`config.mk`:
```
export PLATFORM = sky130hd
export DESIGN_NAME = rv32i_integer_execute_core
export DESIGN_NICKNAME = d
export VERILOG_FILES = /design/src/rtl/rv32x_pkg.sv /design/src/rtl/rv32i_integer_execute_core.sv /design/src/rtl/rv32x_exec.sv
export SDC_FILE = /design/constraint.sdc
export NUM_CORES = 2
export LEC_CHECK = 0
export BUFFER_PORTS_ARGS = -buffer_cell sky130_fd_sc_hd__buf_2
export CAP_MARGIN = 30
export CORE_ASPECT_RATIO = 1.2
export CORE_MARGIN = 8
export CORE_UTILIZATION = 35
export DETAILED_ROUTE_END_ITERATION = 10
export PLACE_DENSITY = 0.53
export SLEW_MARGIN = 20
export SYNTH_ARGS = -nofsm -noshare
export SYNTH_HDL_FRONTEND = slang
export SYNTH_HIERARCHICAL = 1
export SYNTH_SLANG_ARGS = --single-unit
```
`constraint.sdc`:
```
create_clock -name clk -period 5.6 [get_ports clk]
set_input_delay 0.56 -clock clk [delete_from_list [all_inputs] [get_ports clk]]
set_output_delay 0.56 -clock clk [all_outputs]
set_load 0.02 [all_outputs]
```
`src/rtl/rv32x_pkg.sv`:
```
// types and constants shared by the execute core
package rv32x_pkg;

	typedef struct packed {
		logic [1:0]  action;
		logic [31:0] instruction;
		logic [31:0] value;
		logic        perm_read;
		logic        perm_write;
	} in_word_t;

	typedef struct packed {
		logic [2:0]  result_kind;
		logic [31:0] mem_address;
		logic [1:0]  access_size;
		logic [31:0] store_data;
		logic [2:0]  fault_code;
		logic [31:0] pc_now;
		logic        reg_written;
		logic [4:0]  reg_index;
		logic [31:0] reg_value;
	} out_word_t;

	// architectural state seen by the execute logic
	typedef struct packed {
		logic [31:0] pc;
		logic        load_pending;
		logic [4:0]  pending_dest;
		logic [1:0]  pending_size;
		logic        pending_signed;
		logic        halted;
		logic [2:0]  halt_code;
	} core_state_t;

	// register file write request
	typedef struct packed {
		logic        en;
		logic [4:0]  idx;
		logic [31:0] data;
	} rf_write_t;

	localparam logic [1:0] ACT_EXEC     = 2'd0;
	localparam logic [1:0] ACT_LOAD     = 2'd1;
	localparam logic [1:0] ACT_SET_PC   = 2'd2;
	localparam logic [1:0] ACT_RESERVED = 2'd3;

	localparam logic [2:0] KIND_DONE    = 3'd0;
	localparam logic [2:0] KIND_LOAD    = 3'd1;
	localparam logic [2:0] KIND_STORE   = 3'd2;
	localparam logic [2:0] KIND_FAULT   = 3'd3;
	localparam logic [2:0] KIND_IGNORED = 3'd4;

	localparam logic [2:0] FLT_NONE   = 3'd0;
	localparam logic [2:0] FLT_OPCODE = 3'd1;
	localparam logic [2:0] FLT_FUNCT3 = 3'd2;
	localparam logic [2:0] FLT_FUNCT7 = 3'd3;
	localparam logic [2:0] FLT_NO_RD  = 3'd4;
	localparam logic [2:0] FLT_NO_WR  = 3'd5;

	localparam logic [6:0] OP_REG    = 7'b0110011;
	localparam logic [6:0] OP_IMM    = 7'b0010011;
	localparam logic [6:0] OP_BRANCH = 7'b1100011;
	localparam logic [6:0] OP_STORE  = 7'b0100011;
	localparam logic [6:0] OP_LOAD   = 7'b0000011;
	localparam logic [6:0] OP_JAL    = 7'b1101111;
	localparam logic [6:0] OP_JALR   = 7'b1100111;
	localparam logic [6:0] OP_LUI    = 7'b0110111;
	localparam logic [6:0] OP_AUIPC  = 7'b0010111;

	localparam logic [6:0] F7_ALT = 7'h20;

	localparam logic [1:0] SIZE_BYTE = 2'd0;
	localparam logic [1:0] SIZE_HALF = 2'd1;

	function automatic logic [31:0] alu(input logic [2:0] f3, input logic alt,
			input logic [31:0] a, input logic [31:0] b);
		logic [4:0] sh;
		sh = b[4:0];
		case (f3)
			3'd0:    alu = alt ? a - b : a + b;
			3'd1:    alu = a << sh;
			3'd2:    alu = {31'd0, $signed(a) < $signed(b)};
			3'd3:    alu = {31'd0, a < b};
			3'd4:    alu = a ^ b;
			3'd5:    alu = alt ? 32'($signed(a) >>> sh) : a >> sh;
			3'd6:    alu = a | b;
			default: alu = a & b;
		endcase
	endfunction

endpackage

```
`src/rtl/rv32i_integer_execute_core.sv`:
```
// the result word is registered and appears in the cycle after its input word is taken
// throughput: one word per cycle while no result is held; the register file and state update in that cycle
// the output register frees whenever the result is taken, so input is blocked only by a held result
// reset clears the pc, the register file, pending load and halt state
module rv32i_integer_execute_core #(
	parameter int REGISTER_COUNT = 32
) (
	input  logic                 clk,
	input  logic                 arst_n,
	input  logic                 in_valid,
	output logic                 in_ready,
	input  rv32x_pkg::in_word_t  in_data,
	output logic                 out_valid,
	input  logic                 out_ready,
	output rv32x_pkg::out_word_t out_data
);

	logic [31:0]            rf_q [REGISTER_COUNT];
	rv32x_pkg::core_state_t st_q, st_next;
	rv32x_pkg::rf_write_t   wr;
	rv32x_pkg::out_word_t   res;
	logic [31:0]            rs1_val, rs2_val;
	logic                   take_in;

	function automatic logic idx_ok(input logic [4:0] i);
		idx_ok = i != 5'd0 && 32'(i) < 32'(REGISTER_COUNT);
	endfunction

	assign rs1_val = idx_ok(in_data.instruction[19:15]) ?
		rf_q[in_data.instruction[19:15]] : 32'd0;
	assign rs2_val = idx_ok(in_data.instruction[24:20]) ?
		rf_q[in_data.instruction[24:20]] : 32'd0;

	assign in_ready = !out_valid || out_ready;
	assign take_in  = in_valid && in_ready;

	rv32x_exec u_exec (
		.item    (in_data),
		.st      (st_q),
		.rs1_val (rs1_val),
		.rs2_val (rs2_val),
		.rd_ok   (idx_ok(in_data.instruction[11:7])),
		.pd_ok   (idx_ok(st_q.pending_dest)),
		.st_next (st_next),
		.wr      (wr),
		.res     (res)
	);

	always_ff @(posedge clk or negedge arst_n) begin
		if (!arst_n) begin
			st_q      <= '0;
			out_valid <= 1'b0;
			for (int i = 0; i < REGISTER_COUNT; i++) rf_q[i] <= '0;
		end else begin
			if (take_in) begin
				st_q <= st_next;
				if (wr.en) rf_q[wr.idx] <= wr.data;
				out_valid <= 1'b1;
			end else if (out_ready) begin
				out_valid <= 1'b0;
			end
		end
	end

	always_ff @(posedge clk) begin
		if (take_in) out_data <= res;
	end

endmodule

```
`src/rtl/rv32x_exec.sv`:
```
// combinational execute logic for one item
module rv32x_exec (
	input  rv32x_pkg::in_word_t    item,
	input  rv32x_pkg::core_state_t st,
	input  logic [31:0]            rs1_val,
	input  logic [31:0]            rs2_val,
	input  logic                   rd_ok,
	input  logic                   pd_ok,
	output rv32x_pkg::core_state_t st_next,
	output rv32x_pkg::rf_write_t   wr,
	output rv32x_pkg::out_word_t   res
);

	logic [31:0] ins;
	logic [6:0]  op;
	logic [2:0]  f3;
	logic [6:0]  f7;
	logic [31:0] immi, imms, immb, immj, immu, pc4;
	logic        take;
	logic [2:0]  flt;
	logic [31:0] ld_v;

	assign ins  = item.instruction;
	assign op   = ins[6:0];
	assign f3   = ins[14:12];
	assign f7   = ins[31:25];
	assign immi = {{20{ins[31]}}, ins[31:20]};
	assign imms = {{20{ins[31]}}, ins[31:25], ins[11:7]};
	assign immb = {{20{ins[31]}}, ins[7], ins[30:25], ins[11:8], 1'b0};
	assign immj = {{12{ins[31]}}, ins[19:12], ins[20], ins[30:21], 1'b0};
	assign immu = {ins[31:12], 12'd0};
	assign pc4  = st.pc + 32'd4;

	always_comb begin
		case (f3)
			3'd0:    take = rs1_val == rs2_val;
			3'd1:    take = rs1_val != rs2_val;
			3'd4:    take = $signed(rs1_val) < $signed(rs2_val);
			3'd5:    take = $signed(rs1_val) >= $signed(rs2_val);
			3'd6:    take = rs1_val < rs2_val;
			default: take = rs1_val >= rs2_val;
		endcase
	end

	always_comb begin
		case (st.pending_size)
			rv32x_pkg::SIZE_BYTE: ld_v = st.pending_signed ?
				{{24{item.value[7]}}, item.value[7:0]} : {24'd0, item.value[7:0]};
			rv32x_pkg::SIZE_HALF: ld_v = st.pending_signed ?
				{{16{item.value[15]}}, item.value[15:0]} : {16'd0, item.value[15:0]};
			default: ld_v = item.value;
		endcase
	end

	always_comb begin
		st_next = st;
		wr      = '0;
		res     = '0;
		flt     = rv32x_pkg::FLT_NONE;
		wr.idx  = ins[11:7];
		if (item.action == rv32x_pkg::ACT_SET_PC) begin
			st_next.pc           = item.value;
			st_next.halted       = 1'b0;
			st_next.halt_code    = rv32x_pkg::FLT_NONE;
			st_next.load_pending = 1'b0;
		end else if (item.action == rv32x_pkg::ACT_RESERVED) begin
			res.result_kind = rv32x_pkg::KIND_IGNORED;
		end else if (st.halted) begin
			res.result_kind = rv32x_pkg::KIND_IGNORED;
			res.fault_code  = st.halt_code;
		end else if (item.action == rv32x_pkg::ACT_LOAD) begin
			if (!st.load_pending) begin
				res.result_kind = rv32x_pkg::KIND_IGNORED;
			end else begin
				res.access_size      = st.pending_size;
				wr.en                = pd_ok;
				wr.idx               = st.pending_dest;
				wr.data              = ld_v;
				st_next.load_pending = 1'b0;
			end
		end else if (st.load_pending) begin
			res.result_kind = rv32x_pkg::KIND_IGNORED;
		end else begin
			case (op)
				rv32x_pkg::OP_REG: begin
					if (f7 != 7'd0 && !(f7 == rv32x_pkg::F7_ALT && (f3 == 3'd0 || f3 == 3'd5)))
						flt = rv32x_pkg::FLT_FUNCT7;
					wr.data = rv32x_pkg::alu(f3, f7 == rv32x_pkg::F7_ALT, rs1_val, rs2_val);
					wr.en = rd_ok;
					st_next.pc = pc4;
				end
				rv32x_pkg::OP_IMM: begin
					if ((f3 == 3'd1 && f7 != 7'd0) ||
							(f3 == 3'd5 && f7 != 7'd0 && f7 != rv32x_pkg::F7_ALT))
						flt = rv32x_pkg::FLT_FUNCT7;
					wr.data = rv32x_pkg::alu(f3, f3 == 3'd5 && f7 == rv32x_pkg::F7_ALT,
						rs1_val, immi);
					wr.en = rd_ok;
					st_next.pc = pc4;
				end
				rv32x_pkg::OP_LUI: begin
					wr.data = immu;
					wr.en = rd_ok;
					st_next.pc = pc4;
				end
				rv32x_pkg::OP_AUIPC: begin
					wr.data = st.pc + immu;
					wr.en = rd_ok;
					st_next.pc = pc4;
				end
				rv32x_pkg::OP_BRANCH: begin
					if (f3 == 3'd2 || f3 == 3'd3) flt = rv32x_pkg::FLT_FUNCT3;
					st_next.pc = take ? st.pc + immb : pc4;
				end
				rv32x_pkg::OP_JAL: begin
					wr.data = pc4;
					wr.en = rd_ok;
					st_next.pc = st.pc + immj;
				end
				rv32x_pkg::OP_JALR: begin
					if (f3 != 3'd0) flt = rv32x_pkg::FLT_FUNCT3;
					wr.data = pc4;
					wr.en = rd_ok;
					st_next.pc = (rs1_val + immi) & ~32'h1;
				end
				rv32x_pkg::OP_LOAD: begin
					if (!item.perm_read) flt = rv32x_pkg::FLT_NO_RD;
					else if (f3 == 3'd3 || f3 > 3'd5) flt = rv32x_pkg::FLT_FUNCT3;
					st_next.load_pending   = 1'b1;
					st_next.pending_dest   = ins[11:7];
					st_next.pending_size   = f3[1:0];
					st_next.pending_signed = ~f3[2];
					res.result_kind = rv32x_pkg::KIND_LOAD;
					res.mem_address = rs1_val + immi;
					res.access_size = f3[1:0];
					st_next.pc = pc4;
				end
				rv32x_pkg::OP_STORE: begin
					if (!item.perm_write) flt = rv32x_pkg::FLT_NO_WR;
					else if (f3 > 3'd2) flt = rv32x_pkg::FLT_FUNCT3;
					res.result_kind = rv32x_pkg::KIND_STORE;
					res.mem_address = rs1_val + imms;
					res.access_size = f3[1:0];
					res.store_data  = rs2_val;
					st_next.pc = pc4;
				end
				default: flt = rv32x_pkg::FLT_OPCODE;
			endcase
			if (flt != rv32x_pkg::FLT_NONE) begin
				st_next           = st;
				st_next.halted    = 1'b1;
				st_next.halt_code = flt;
				wr.en             = 1'b0;
				res               = '0;
				res.result_kind   = rv32x_pkg::KIND_FAULT;
				res.fault_code    = flt;
			end
		end
		res.pc_now      = st_next.pc;
		res.reg_written = wr.en;
		if (wr.en) begin
			res.reg_index = wr.idx;
			res.reg_value = wr.data;
		end
	end

endmodule

```
-- After elaboration in Yosys (flattened, before gate mapping)
Cells that the tools add are included.
- output and inout bits: 144
- input bits: 72
- logic and storage cells: 241
- register bits after elaboration: 1212
- add/subtract/negate cells: 9
- muxes and demuxes: 83
- equality and inequality tests: 27
- $lt $le $gt $ge: 12
- bitwise logic cells: 16
- reductions and logical operators: 38
- shifts and indexed selects: 6
- operators by type and width (cell ; count):
    1024-bit bitwise mux ; 1
    142-bit 2-to-1 mux ; 6
    32-bit 2-to-1 mux ; 18
    32-bit one-hot mux with 7 select lines ; 2
    32-bit binary-select mux with 5-bit select ; 2
    32-bit adder ; 6
    45-bit 2-to-1 mux ; 4
    32-bit demux with 5-bit select ; 1
    32-bit one-hot mux with 5 select lines ; 1
    38-bit 2-to-1 mux ; 4
    37-bit 2-to-1 mux ; 4
    32-bit one-hot mux with 4 select lines ; 1
    107-bit 2-to-1 mux ; 1
    32-bit < comparator ; 3
    73-bit 2-to-1 mux ; 1
    36-bit one-hot mux with 2 select lines ; 1
    32-bit bitwise AND ; 2
    32-bit greater-or-equal comparator ; 2
    32-bit OR ; 2
    32-bit one-hot mux with 2 select lines ; 1
    32-bit by 5-bit << shifter with 32-bit output ; 2
    32-bit by 5-bit >> shifter with 32-bit output ; 2
    32-bit by 5-bit >>> shifter with 32-bit output ; 2
    32-bit subtractor ; 2
    49 further kinds ; 120

-- Logic depth before layout (Yosys ltp)
- word-level depth: 25
- depth in mapped cells: 27
- gate-level depth less buffers: 19

-- Modules after synthesis
Netlist, hierarchy kept.
- by module, submodules not included (module ; cells each ; seq. area each (µm²) ; area an instance (µm²) ; times used):
    rv32i_integer_execute_core ; 3871 ; 31039.8 ; 60564.3 ; 1
    rv32x_exec ; 3973 ; 0.0 ; 26829.5 ; 1

-- Least setup slack after synthesis
No wires, ideal clock.
- path kind: in2reg
- start point: input port in_data[51] in the netlist's numbering
- end point: register rf_q[413] in the netlist's numbering
- stages on the path: 20
- data arrival time: 6147 ps
- setup slack: -675 ps
- data required time: 5472 ps
- path buffers: 4
- library setup time: 128 ps
- path through: buf_2 buf_2 clkbuf_1 mux4_2 o21ai_0 a311oi_1 inv_1 ha_1 a211oi_1 o21a_1 or3_4 a211oi_2 o21ai_2 a2111oi_4 nor2_1 a221oi_4 mux2i_1 o21ai_0 clkbuf_1 mux2_1
- RTL lines (item ; line ; text):
    from (decl) ; rv32i_integer_execute_core.sv:12 ; input rv32x_pkg::in_word_t in_data,
    to (signal, indexed assignment) ; rv32i_integer_execute_core.sv:57 ; if (wr.en) rf_q[wr.idx] <= wr.data;
    to (decl) ; rv32i_integer_execute_core.sv:18 ; logic [31:0] rf_q [REGISTER_COUNT];

==> impl_metrics.py <==
metrics = {
    "outcome": {
        "status": "finished, violations left",
        "failed_checks": "negative setup slack",
    },
    "timing": {
        "min_period_ns": 5.717,
        "unrepaired_setup_endpoints_after_global_routing": "true",
        "worst_slew_pin_slew_ns": 1.091,
        "max_slew_margin_pct": 27.25,
        "summed_negative_setup_slack_over_all_endpoints_ns": -4.931,
        "drv_slew": 0,
        "finClkSkew_ns": 0.07944,
        "timing.final.crit_share_pct": 102.1,
        "final-setup-viol-count": 93,
        "clock.fmax_mhz": 174.9,
        "number_of_hold_violations_in_the_final_report": 0,
        "post-route-worst-setup-slack_ns": -0.1175,
    },
    "yosys": {
        "synth_simple_gate_area_share_pct": 8.053,
        "synth.cell_area_mm2": 0.08739,
        "avgSynthCellArea_um2": 11.14,
        "synth_fa_ha_area_share_pct": 3.805,
        "synthMuxAreaShare_pct": 32.12,
        "ys.warnings.count": 6,
        "postSynth.topFlopCell": "dfrtp_1",
        "ys_seq_elements": 1212,
        "main_combinational_cell_family_by_area_after_synthesis": "multiplexers",
        "leading_cell_type_by_number_of_instances_after_synthesis": "mux2_2",
        "synth_top_cells_by_area": "dfrtp_1, mux4_2, mux2_2, edfxtp_1, ha_1",
        "post_synth_inst_count": 7844,
        "synth_area_leader_cell": "dfrtp_1",
        "synth_cell_types": 124,
        "yosys-top-cells-count": "mux2_2, dfrtp_1, mux4_2",
        "synth-compound-area-share_pct": 14.20,
        "yosys_top_cell_area_share_pct": 30.64,
        "synth_seq_area_share_pct": 35.52,
        "synth-edff-count": 142,
        "syn_nets": 8177,
        "yosys.area_share.xor_xnor_pct": 1.523,
        "async_reset_ff_share_pct": 88.28,
    },
    "global_routing": {
        "grt.overflow.total": 0,
        "grt_start_max_net_pins": 158,
        "grtUsageTotal_pct": 33.64,
        "wire_length_of_the_first_global_routing_pass_mm": 641.4,
        "number_of_antenna_violations_at_the_first_check_in_global_routing": 21,
        "grt_pass1_vias": 81090,
    },
    "floorplan": {
        "die_height_um": 563.4,
        "initial_utilization_pct": 35.07,
        "die_width_um": 472.2,
        "floorplan.io_pins": 216,
        "core_mm2": 0.2492,
        "die_area_mm2": 0.2660,
        "core.rowCount": 201,
    },
    "clock_network": {
        "clock_insertion_delay_worst_skew_ns": 0.85,
        "htree_levels": 4,
        "clock_tree.buffer_depth": 4,
        "cts_inserted_buffers": 146,
        "cts.sinks": 1212,
        "tritoncts": "yes",
        "clkSlewWorstSetupHoldPaths_ns": 0.06,
        "clock_tree.root_cell": "clkbuf_16",
    },
    "drt": {
        "drc": 0,
        "drt_pass1_iterations": 9,
        "drt_iter0_markers": 8551,
        "routed_via_density": 6.276,
        "wirelength_mm": 464.3,
        "wire_per_inst_um": 36.29,
        "route.vias.total": 80300,
        "ant_nets": 0,
    },
    "power": {
        "power.density_cell_area_mw_per_mm2": 252.3,
        "cellLeakagePower_nw": 50.18,
        "irDropWorstVdd_v": 0.0002820,
    },
    "placement": {
        "port_buffers": 215,
        "dp_hpwl_mm": 347.8,
        "place.gp.congestion": 1.083,
        "detailed_place.area_mm2": 0.1066,
    },
    "finish": {
        "final_design_area_no_fill_mm2": 0.1125,
        "design.final.nets": 9668,
        "drive_gt1_share_pct": 46.49,
        "area_growth_syn_to_layout_pct": 28.77,
    },
    "setup_path": {
        "criticalPathCategory": "in2reg",
        "critPathLaunchType": "input pin",
        "critical_path.endpoint_type": "register",
        "crit_required_ns": 6.34,
        "worst-path-max-fanout": 32,
        "worstPathArrival_ns": 6.45,
    },
    "hold_path": {
        "class_of_the_tightest_hold_or_removal_check": "in2reg",
    },
    "job": {
        "maxCapViolCount": 0,
    },
}
==> routing by layer <==
| layer | routed length [um] | vias to the layer above | track usage, % |
|---|---|---|---|
| li1 | - | 33010 | - |
| met5 | 35 | - | 0 |
| met2 | 217100 | 4432 | 54.99 |
| met1 | 164200 | 41290 | 37.87 |
| met3 | 35170 | 1571 | 6.908 |
| met4 | 47870 | 6 | 27.91 |
==> report_power, final <==
group,switching (W),internal [W],leakage [nW]
clock,0.00393,0.00542,2.24
sequential,0.000329,0.00910,16.3
combinational,0.00584,0.00377,31.7
total,0.0101,0.0183,50.2
==> area by class of cell <==
type / instances / area, um2
diodes: 19 / 47.55
clock buffers: 199 / 4135
clock inverters: 41 / 391.6
fillers: 23220 / 136700
inverters: 165 / 646.9
multi-input cells: 5683 / 53920
flip-flops and latches: 1212 / 31040
well taps: 3349 / 4190
repair buffers: 2127 / 18170
==> worst paths after layout <==
path,startpoint,to,slack [ns],cells past startpoint
min,in_valid,out_valid$_DFFE_PN0P_,0.07,2
min in group asynchronous,arst_n,rf_q[778]$_DFFE_PN0P_,0.28,2
max,in_data[49],rf_q[527]$_DFFE_PN0P_,-0.12,22
max in group asynchronous,arst_n,st_q[20]$_DFFE_PN0P_,3.44,4
min reg2reg,rf_q[98]$_DFFE_PN0P_,rf_q[98]$_DFFE_PN0P_,0.51,1
max reg2reg,rf_q[424]$_DFFE_PN0P_,rf_q[527]$_DFFE_PN0P_,-0.08,19
==> placed cells by master, fill, tap and decap left out, types with 28 or more instances in the layout <==
master,netlist,routed
a211oi_1,140,118
a21o_1,75,75
a21oi_1,448,435
a221oi_1,100,87
a22oi_1,82,79
a311oi_4,0,31
a31oi_1,41,36
and2_1,30,28
buf_12,0,201
buf_2,212,208
buf_4,64,1689
clkbuf_16,0,150
dfrtp_1,1070,1070
edfxtp_1,142,142
ha_1,253,246
inv_1,156,140
mux2_2,1140,1140
mux2i_1,211,209
mux4_2,574,574
nand2_1,362,347
nand2b_1,44,42
nand3_1,86,81
nand4_1,55,55
nor2_1,500,466
nor2b_1,99,91
nor3_1,125,117
o2111ai_1,31,30
o211ai_1,58,58
o21ai_0,400,363
o21ai_1,20,50
o21bai_1,34,33
o221ai_1,47,43
o22ai_1,53,52
o31ai_1,35,31
xnor2_1,107,104
xor2_1,45,45
==> state kept, by name (all words and copies together), names as in the netlist <==
| signal | cells |
|---|---|
| rf_q | 1024 |
| st_q | 45 |
| out_valid | 1 |
| out_data | 142 |
==> worst max-delay path, cell delays in order <==
cell	delay, ns
buf_6	0.20
buf_12	0.17
nor2_4	0.11
buf_4	0.21
a221oi_1	0.31
buf_4	0.16
o21ai_0	0.06
buf_4	0.14
a311oi_4	0.52
buf_4	0.31
buf_4	0.32
mux4_2	0.32
inv_1	0.12
mux2_2	0.29
a21oi_1	0.85
a22o_1	0.27
o221ai_1	0.13
a21oi_1	0.66
nor3_4	0.15
inv_1	0.14
buf_12	0.18
mux2_2	0.18
==> per-stage QoR <==
stage               worst slack (ns)  utilization, %  total power, W  hold slack (ns)  std cells
floorplan                   -0.02434               -         0.01402           0.2644       7844
global placement              -1.842           42.72         0.01875           0.4818      12470
detailed placement            -1.724           42.76         0.01874           0.5018      12480
CTS                         0.001014           44.78         0.02823          0.02189      12730
global route                -0.02182           45.14         0.02925          0.03742      12780
finish                       -0.1175           45.15         0.02839          0.06714      12800
==> kinds of logic (layout without fill, tap and decap cells) <==
family,Yosys count,in the layout
buffers and inverters,951,2532
AND/OR/NAND/NOR,1473,1475
multiplexers,1942,1942
XOR/XNOR,152,152
AO/OA/AOI/OAI,1853,1853
other,0,19
flip-flops,1212,1212
adder cells (fa/ha/maj),261,261
==> what timing repair did <==
action,CTS,global route
buffers inserted,9,33
gates cloned,1,3
endpoints found under the setup margin,681,681
pin swaps,12,28
hold buffers,1,0
endpoints found under the hold margin,81,0
gates resized for setup,83,124
(Power assumes the default switching activity.)
